`config.mk`:
```
export PLATFORM = sky130hd
export DESIGN_NAME = keepalive_and_ack_retry_supervisor
export DESIGN_NICKNAME = d
export VERILOG_FILES = /design/src/rtl/core/kaars_pkg.sv /design/src/rtl/core/kaars_cfg.sv /design/src/rtl/core/kaars_eval.sv /design/src/rtl/core/keepalive_and_ack_retry_supervisor.sv
export SDC_FILE = /design/constraint.sdc
export NUM_CORES = 1
export LEC_CHECK = 0
export BUFFER_PORTS_ARGS = -buffer_cell sky130_fd_sc_hd__buf_2
export CAP_MARGIN = 20
export CORE_ASPECT_RATIO = 1.2
export CORE_MARGIN = 2
export CORE_UTILIZATION = 40
export DETAILED_ROUTE_END_ITERATION = 10
export GPL_ROUTABILITY_DRIVEN = 0
export GPL_TIMING_DRIVEN = 1
export PLACE_DENSITY_LB_ADDON = 0.15
export SKIP_CTS_REPAIR_TIMING = 1
export SLEW_MARGIN = 25
export SYNTH_ARGS = -nofsm -noshare
export SYNTH_HDL_FRONTEND = slang
export SYNTH_SLANG_ARGS = --single-unit
```
`constraint.sdc`:
```
create_clock -name clk -period 7.1 [get_ports clk]
set_input_delay 0.355 -clock clk [delete_from_list [all_inputs] [get_ports clk]]
set_output_delay 0.355 -clock clk [all_outputs]
set_load 0.05 [all_outputs]
```
`src/rtl/core/kaars_pkg.sv`:
```
// shared types and constants for the keepalive and ack retry supervisor
// no dependencies; every other file in rtl/core imports this package
package kaars_pkg;

	localparam int MAX_RETRIES = 3;
	localparam int RETRY_W     = $clog2(MAX_RETRIES + 1);
	localparam int TIME_W      = 32;
	localparam int KA_W        = 16;
	localparam int PW_W        = 16;
	localparam int AW_W        = 32;
	localparam int MODE_W      = 3;
	localparam int STATUS_W    = 2;
	localparam int RDONE_W     = 2;
	localparam int CFG_IDX_W   = 2;
	localparam int CFG_DATA_W  = 32;

	typedef enum logic [MODE_W-1:0] {
		MODE_TICK      = 3'd0,
		MODE_RX_FRAME  = 3'd1,
		MODE_TX_PACKET = 3'd2,
		MODE_PUB_START = 3'd3,
		MODE_PUBACK    = 3'd4,
		MODE_PINGRESP  = 3'd5
	} mode_t;

	typedef enum logic [STATUS_W-1:0] {
		ST_OK            = 2'd0,
		ST_PING_TIMEOUT  = 2'd1,
		ST_ACK_EXHAUSTED = 2'd2
	} status_t;

	typedef enum logic [CFG_IDX_W-1:0] {
		REG_KEEPALIVE = 2'd0,
		REG_PING_WAIT = 2'd1,
		REG_ACK_WAIT  = 2'd2
	} reg_idx_t;

	typedef struct packed {
		logic [KA_W-1:0] keepalive_interval;
		logic [PW_W-1:0] ping_wait_limit;
		logic [AW_W-1:0] ack_wait_limit;
	} cfg_t;

	typedef struct packed {
		logic [TIME_W-1:0]  last_receive_time;
		logic [TIME_W-1:0]  last_send_time;
		logic [TIME_W-1:0]  ping_sent_time;
		logic               ping_pending;
		logic               ack_pending;
		logic [TIME_W-1:0]  ack_sent_time;
		logic [RETRY_W-1:0] retry_count;
	} sup_state_t;

	typedef struct packed {
		logic [STATUS_W-1:0] status;
		logic                ping_request;
		logic                resend_publish;
		logic                ping_waiting;
		logic                ack_waiting;
		logic [RDONE_W-1:0]  retries_done;
	} result_t;

endpackage

```
`src/rtl/core/kaars_cfg.sv`:
```
// configuration register file: keepalive interval, ping wait and ack wait limits
// depends on kaars_pkg
module kaars_cfg (
	input  logic                                clk,
	input  logic                                arst_n,
	input  logic                                wr_en,
	input  logic [kaars_pkg::CFG_IDX_W-1:0]     wr_index,
	input  logic [kaars_pkg::CFG_DATA_W-1:0]    wr_data,
	output kaars_pkg::cfg_t                     cfg
);
	import kaars_pkg::*;

	cfg_t cfg_q;

	always_ff @(posedge clk or negedge arst_n) begin
		if (!arst_n) begin
			cfg_q <= '0;
		end else if (wr_en) begin
			case (wr_index)
				REG_KEEPALIVE: cfg_q.keepalive_interval <= wr_data[KA_W-1:0];
				REG_PING_WAIT: cfg_q.ping_wait_limit    <= wr_data[PW_W-1:0];
				REG_ACK_WAIT:  cfg_q.ack_wait_limit     <= wr_data[AW_W-1:0];
				default: ;
			endcase
		end
	end

	assign cfg = cfg_q;

endmodule

```
`src/rtl/core/kaars_eval.sv`:
```
// next-state and result logic for one event against the supervisor state
// depends on kaars_pkg; purely combinational
module kaars_eval (
	input  kaars_pkg::cfg_t                   cfg,
	input  kaars_pkg::sup_state_t             cur,
	input  logic [kaars_pkg::MODE_W-1:0]      mode,
	input  logic [kaars_pkg::TIME_W-1:0]      now_time,
	output kaars_pkg::sup_state_t             nxt,
	output kaars_pkg::result_t                res
);
	import kaars_pkg::*;

	logic [TIME_W-1:0] last_act;
	logic              ka_on;
	logic              ping_due;
	logic              ping_late;
	logic              ack_late;
	logic              skip_ack;

	always_comb begin
		last_act  = (cur.last_receive_time > cur.last_send_time) ?
			cur.last_receive_time : cur.last_send_time;
		ka_on     = (cfg.keepalive_interval != '0);
		ping_due  = !cur.ping_pending &&
			((now_time - last_act) >= TIME_W'(cfg.keepalive_interval));
		ping_late = cur.ping_pending &&
			((now_time - cur.ping_sent_time) >= TIME_W'(cfg.ping_wait_limit));
		ack_late  = cur.ack_pending &&
			((now_time - cur.ack_sent_time) >= cfg.ack_wait_limit);
		skip_ack  = 1'b0;

		nxt = cur;
		res = '0;

		case (mode)
			MODE_TICK: begin
				if (ka_on) begin
					// first tick after startup seeds both times but still compares against zero
					if (last_act == '0) begin
						nxt.last_receive_time = now_time;
						nxt.last_send_time    = now_time;
					end
					if (ping_due) begin
						res.ping_request   = 1'b1;
						nxt.ping_sent_time = now_time;
						nxt.ping_pending   = 1'b1;
					end else if (ping_late) begin
						nxt.ping_pending = 1'b0;
						res.status       = ST_PING_TIMEOUT;
						skip_ack         = 1'b1;
					end
				end
				if (!skip_ack && ack_late) begin
					if (cur.retry_count < RETRY_W'(MAX_RETRIES)) begin
						res.resend_publish = 1'b1;
						nxt.ack_sent_time  = now_time;
						nxt.retry_count    = cur.retry_count + RETRY_W'(1);
					end else begin
						nxt.ack_pending   = 1'b0;
						nxt.ack_sent_time = '0;
						nxt.retry_count   = '0;
						res.status        = ST_ACK_EXHAUSTED;
					end
				end
			end
			MODE_RX_FRAME: begin
				nxt.last_receive_time = now_time;
			end
			MODE_TX_PACKET: begin
				nxt.last_send_time = now_time;
				// stamp the first send of the pending publish
				if (cur.ack_pending && cur.ack_sent_time == '0) begin
					nxt.ack_sent_time = now_time;
				end
			end
			MODE_PUB_START: begin
				nxt.ack_pending   = 1'b1;
				nxt.ack_sent_time = '0;
				nxt.retry_count   = '0;
			end
			MODE_PUBACK: begin
				nxt.ack_pending   = 1'b0;
				nxt.ack_sent_time = '0;
				nxt.retry_count   = '0;
			end
			MODE_PINGRESP: begin
				nxt.ping_pending = 1'b0;
			end
			default: ;
		endcase

		res.ping_waiting = nxt.ping_pending;
		res.ack_waiting  = nxt.ack_pending;
		res.retries_done = RDONE_W'(nxt.retry_count);
	end

endmodule

```
`src/rtl/core/keepalive_and_ack_retry_supervisor.sv`:
```
// keepalive and ack retry supervisor: an accepted input beat goes through the input
// register, then the result register, to its result beat; throughput one beat per
// cycle unless out_stall holds a valid result, set by the state update between them.
// reset clears the config registers, the supervisor state and both valid flags.
// depends on kaars_pkg, kaars_cfg, kaars_eval
module keepalive_and_ack_retry_supervisor (
	input  logic                                clk,
	input  logic                                arst_n,
	input  logic                                in_valid,
	output logic                                in_stall,
	input  logic [kaars_pkg::MODE_W-1:0]        mode,
	input  logic [kaars_pkg::TIME_W-1:0]        now_time,
	output logic                                out_valid,
	input  logic                                out_stall,
	output logic [kaars_pkg::STATUS_W-1:0]      status,
	output logic                                ping_request,
	output logic                                resend_publish,
	output logic                                ping_waiting,
	output logic                                ack_waiting,
	output logic [kaars_pkg::RDONE_W-1:0]       retries_done,
	input  logic                                wr_en,
	input  logic [kaars_pkg::CFG_IDX_W-1:0]     wr_index,
	input  logic [kaars_pkg::CFG_DATA_W-1:0]    wr_data
);
	import kaars_pkg::*;

	cfg_t              cfg;
	sup_state_t        state_q;
	sup_state_t        state_nxt;
	result_t           res_nxt;
	result_t           res_q;
	logic              valid_s1;
	logic [MODE_W-1:0] mode_s1;
	logic [TIME_W-1:0] now_s1;
	logic              out_valid_q;
	logic              advance;

	kaars_cfg u_cfg (
		.clk      (clk),
		.arst_n   (arst_n),
		.wr_en    (wr_en),
		.wr_index (wr_index),
		.wr_data  (wr_data),
		.cfg      (cfg)
	);

	kaars_eval u_eval (
		.cfg      (cfg),
		.cur      (state_q),
		.mode     (mode_s1),
		.now_time (now_s1),
		.nxt      (state_nxt),
		.res      (res_nxt)
	);

	// the input beat moves on whenever the result register is free or being drained
	assign advance  = valid_s1 && !(out_valid_q && out_stall);
	assign in_stall = valid_s1 && out_valid_q && out_stall;

	always_ff @(posedge clk or negedge arst_n) begin
		if (!arst_n) begin
			valid_s1 <= 1'b0;
		end else if (!in_stall) begin
			valid_s1 <= in_valid;
		end
	end

	always_ff @(posedge clk) begin
		if (in_valid && !in_stall) begin
			mode_s1 <= mode;
			now_s1  <= now_time;
		end
	end

	always_ff @(posedge clk or negedge arst_n) begin
		if (!arst_n) begin
			state_q <= '0;
		end else if (advance) begin
			state_q <= state_nxt;
		end
	end

	always_ff @(posedge clk or negedge arst_n) begin
		if (!arst_n) begin
			out_valid_q <= 1'b0;
		end else if (advance) begin
			out_valid_q <= 1'b1;
		end else if (!out_stall) begin
			out_valid_q <= 1'b0;
		end
	end

	always_ff @(posedge clk) begin
		if (advance) begin
			res_q <= res_nxt;
		end
	end

	assign out_valid      = out_valid_q;
	assign status         = res_q.status;
	assign ping_request   = res_q.ping_request;
	assign resend_publish = res_q.resend_publish;
	assign ping_waiting   = res_q.ping_waiting;
	assign ack_waiting    = res_q.ack_waiting;
	assign retries_done   = res_q.retries_done;

endmodule

```
==> out/qor.json <==
{
  "die": {
    "floorplan.initialDensity_pct": 40.32,
    "floorplan.core_area_mm2": 0.04258,
    "die_w_um": 193.1,
    "die_area_mm2": 0.04460,
    "site_rows": 83,
    "floorplan.io_pins": 84,
    "fp.dieH_um": 230.9
  },
  "power_and_ir_drop": {
    "power.switching_mw": 3.948,
    "power.density_cell_area_mw_per_mm2": 447.3,
    "power.leakage_nw": 9.506,
    "vdd_drop_max_mv": 0.2191,
    "seq_power_share_pct": 22.1,
    "combPwrFrac_pct": 59.7,
    "netSwitchingFraction_pct": 42.26,
    "cellInternalPower_mw": 5.394,
    "post-layout-total-power_mw": 9.342,
    "clock_power_share_pct": 18.2
  },
  "synthesis": {
    "netlist_instances": 1864,
    "yosys_warnings": 0,
    "synthArstFlopShare_pct": 82.16,
    "syn-cell-area_mm2": 0.01717,
    "ys.flop_type": "sky130_fd_sc_hd__dfrtp_1",
    "flops_latches_synth": 241,
    "yosys-top-cells-area": "sky130_fd_sc_hd__dfrtp_1 (29%), sky130_fd_sc_hd__ha_1 (14%), sky130_fd_sc_hd__edfxtp_1 (7.5%)",
    "synthesized_netlist_net_count": 2128,
    "synth_top_cell_by_area": "sky130_fd_sc_hd__dfrtp_1",
    "syn_avg_cell_area_um2": 9.209,
    "yosysSeqAreaShare_pct": 36.38,
    "yosys.area.top_type_share_pct": 28.86,
    "yosys.cell_types.count": 83,
    "synth-edff-count": 43
  },
  "timing": {
    "fmax_mhz": 145.3,
    "timing_max_transition_violations_final": 0,
    "finalSetupViolCount": 0,
    "summed_negative_setup_slack_over_all_endpoints_ns": 0,
    "hold_viol": 0,
    "timing_worst_slew_pin_value_ns": 0.9331,
    "final.setup_skew_ns": 0.02664,
    "final_min_period_over_clock_period_pct": 96.94,
    "fin_crit_ns": 6.883,
    "setup_repair_after_global_routing_missed_its_margin": "true",
    "worst_slew_margin_rel_pct": 37.22
  },
  "critical_path": {
    "critical_path.endpoint_type": "register",
    "cpPeakStageDelay_ns": 0.55,
    "worst_setup_path_start_kind": "register",
    "cp_common_cell": "sky130_fd_sc_hd__nand4_1",
    "cpMaxStageDelayCell": "sky130_fd_sc_hd__or4_4",
    "worst-endpoint-arrival_ns": 7.34,
    "timing.rr.end": "state_q[59]",
    "critical_path_required_ns": 7.56,
    "r2r-start": "state_q[76]",
    "critical_path_class": "reg2reg",
    "r2r_cells": 34,
    "crit_path_max_fanout": 7,
    "ff2ff_setup_slack_ns": 0.22
  },
  "hold_path": {
    "min_from": "wr_data[22]",
    "holdPathStages": 2,
    "whs_endpoint": "u_cfg.cfg[22]",
    "worstHoldPathType": "in2reg"
  },
  "global_routing": {
    "via_count_of_the_first_global_routing_pass": 14230,
    "grt_max_degree": 90,
    "grt_pass1_wl_um": 77760,
    "grt_overflow": 0,
    "antenna_found_initial": 0,
    "grt.total_usage_pct": 22.45
  },
  "clock_network": {
    "clk_transition_reported_paths_ns": 0.06,
    "htree_levels": 1,
    "ctsLongestPathBuffers": 3,
    "root_buffer": "sky130_fd_sc_hd__clkbuf_16",
    "clock_insertion_delay_worst_skew_ns": 0.59,
    "tritoncts": "yes",
    "cts.sink_count": 241,
    "number_of_buffers_inserted_during_clock_tree_synthesis": 30
  },
  "drt": {
    "postRouteWirelength_um": 51210,
    "route.detailed.vias_per_inst": 5.504,
    "iter_0_drt_violations": 815,
    "drt-pass1-iter-count": 5,
    "routed-via-count": 14600,
    "antenna_violating_nets_post_route": 0,
    "drt-wirelength-per-cell_um": 19.31,
    "residual_drc": 0
  },
  "final_layout": {
    "final_common_cell": "sky130_fd_sc_hd__inv_1",
    "design.final.nets": 2341,
    "flow.area_growth_from_synthesis_pct": 21.65,
    "antennaDiodeCount": 0,
    "commonest_cells_after_routing_fill_and_taps_aside": "sky130_fd_sc_hd__inv_1 (225), sky130_fd_sc_hd__dfrtp_1 (198), sky130_fd_sc_hd__ha_1 (169)",
    "layout_cells_sized_above_1_pct": 19.76
  },
  "placed_design": {
    "placement.io_buffers": 83,
    "hpwl_um": 37920
  },
  "run_status": {
    "outcome": "completed"
  },
  "run": {
    "drv.max_cap_violation_count": 0
  }
}
## worst max path at each step
stage	startpoint	endpoint	slack, ns
after global placement	state_q[94]	state_q[67]	-0.09
final	state_q[76]	state_q[59]	0.22
after detailed placement	state_q[94]	state_q[67]	-0.35
after floorplan	state_q[99]	state_q[37]	0.10
after global routing	state_q[92]	state_q[59]	-0.11
after CTS	state_q[94]	state_q[67]	-0.39
## sequential cells by signal (all words and copies together), names as in the netlist
register and count:
retries_done 2, resend_publish 1, mode_s1 3, state_q 132, ping_waiting 1, valid_s1 1, ack_waiting 1, now_s1 32
ping_request 1, status 2, out_valid 1, u_cfg.cfg 64
## cells by family (layout without fill, tap and decap cells)
group,after synthesis,in the layout,synth area share (%)
muxes,91,91,6.523
AOI/OAI and AO/OA,507,507,18.81
and+or+nand+nor,483,483,14.24
adders and majority gates,193,193,14.15
buffers and inverters,287,523,6.640
DFF,241,241,36.38
xor gates and xnor gates,62,62,3.243
## synthesized netlist by cell type (8+ instances only)
master                      number
sky130_fd_sc_hd__nand4_1        32
sky130_fd_sc_hd__a211oi_1       10
sky130_fd_sc_hd__a22o_1         33
sky130_fd_sc_hd__o21ai_0       156
sky130_fd_sc_hd__o21a_1         15
sky130_fd_sc_hd__inv_1         231
sky130_fd_sc_hd__nand3_1        98
sky130_fd_sc_hd__o31ai_1        12
sky130_fd_sc_hd__mux2_4         28
sky130_fd_sc_hd__xor2_1         13
sky130_fd_sc_hd__edfxtp_1       43
sky130_fd_sc_hd__o21bai_1       15
sky130_fd_sc_hd__nor3_1         30
sky130_fd_sc_hd__dfrtp_1       198
sky130_fd_sc_hd__a2111oi_0      10
sky130_fd_sc_hd__clkbuf_1       40
sky130_fd_sc_hd__nand2_1        83
sky130_fd_sc_hd__o22ai_1         8
sky130_fd_sc_hd__o211ai_1       11
sky130_fd_sc_hd__nor2b_1        28
sky130_fd_sc_hd__a21o_1         44
sky130_fd_sc_hd__nor4_1         16
sky130_fd_sc_hd__nand2b_1       29
sky130_fd_sc_hd__mux2_2         55
sky130_fd_sc_hd__mux2i_1         8
sky130_fd_sc_hd__nor2_1        113
sky130_fd_sc_hd__a21oi_1       126
sky130_fd_sc_hd__ha_1          187
sky130_fd_sc_hd__a31oi_1         8
sky130_fd_sc_hd__and2_1          9
sky130_fd_sc_hd__xnor2_1        48
## cell type report
class | instances | area [um^2]
repair buffers | 236 | 1760
inverters | 232 | 870.8
well taps | 552 | 690.7
clock inverters | 21 | 316.6
multi-input cells | 1336 | 10210
flip-flops and latches | 241 | 6246
clock buffers | 34 | 785.8
fillers | 4029 | 21700
## worst max-delay path, delay by kind of cell, from the launching register on
| family | cells | cell delay (ns) |
|---|---|---|
| adder cells (fa/ha/maj) | 4 | 1.16 |
| multiplexers | 1 | 0.29 |
| AO/OA/AOI/OAI | 10 | 1.75 |
| flip-flops | 1 | 0.35 |
| AND/OR/NAND/NOR | 13 | 2.37 |
| XOR/XNOR | 1 | 0.15 |
| buffers and inverters | 5 | 0.66 |
## power by group through the flow
stage / registers (mW) / clock network, mW / logic [mW]
3_3_place_gp: 2.06 / 0 / 5.12
2_1_floorplan: 2.01 / 0 / 3.76
6_report: 2.07 / 1.70 / 5.57
5_1_grt: 2.11 / 1.79 / 6.26
4_1_cts: 2.05 / 1.74 / 5.22
3_5_place_dp: 2.08 / 0 / 5.18
## metrics by stage
stage / area [um^2] / std cells / utilization, % / setup slack (ns) / hold slack, ns
6_report: 20880 / 2652 / 49.05 / 0.2172 / 0.004119
5_1_grt: 20880 / 2652 / 49.05 / -0.1146 / 0.0005034
3_5_place_dp: 18810 / 2541 / 44.17 / -0.3482 / 0.4866
4_1_cts: 19910 / 2596 / 46.76 / -0.3921 / -0.1357
2_1_floorplan: 17170 / 1864 / - / 0.1020 / 0.05941
3_3_place_gp: 18810 / 2541 / 44.17 / -0.09146 / 0.4705
## per-layer routing
metal / wire (um) / up-vias / global-route usage, %
met2: 25740 / 283 / 39.68
met1: 21920 / 7104 / 28.28
met5: 0 / - / 0
met4: 1760 / 0 / 7.741
met3: 1782 / 80 / 2.220
li1: - / 7130 / -
No activity file was read; power rests on OpenSTA's default activity.
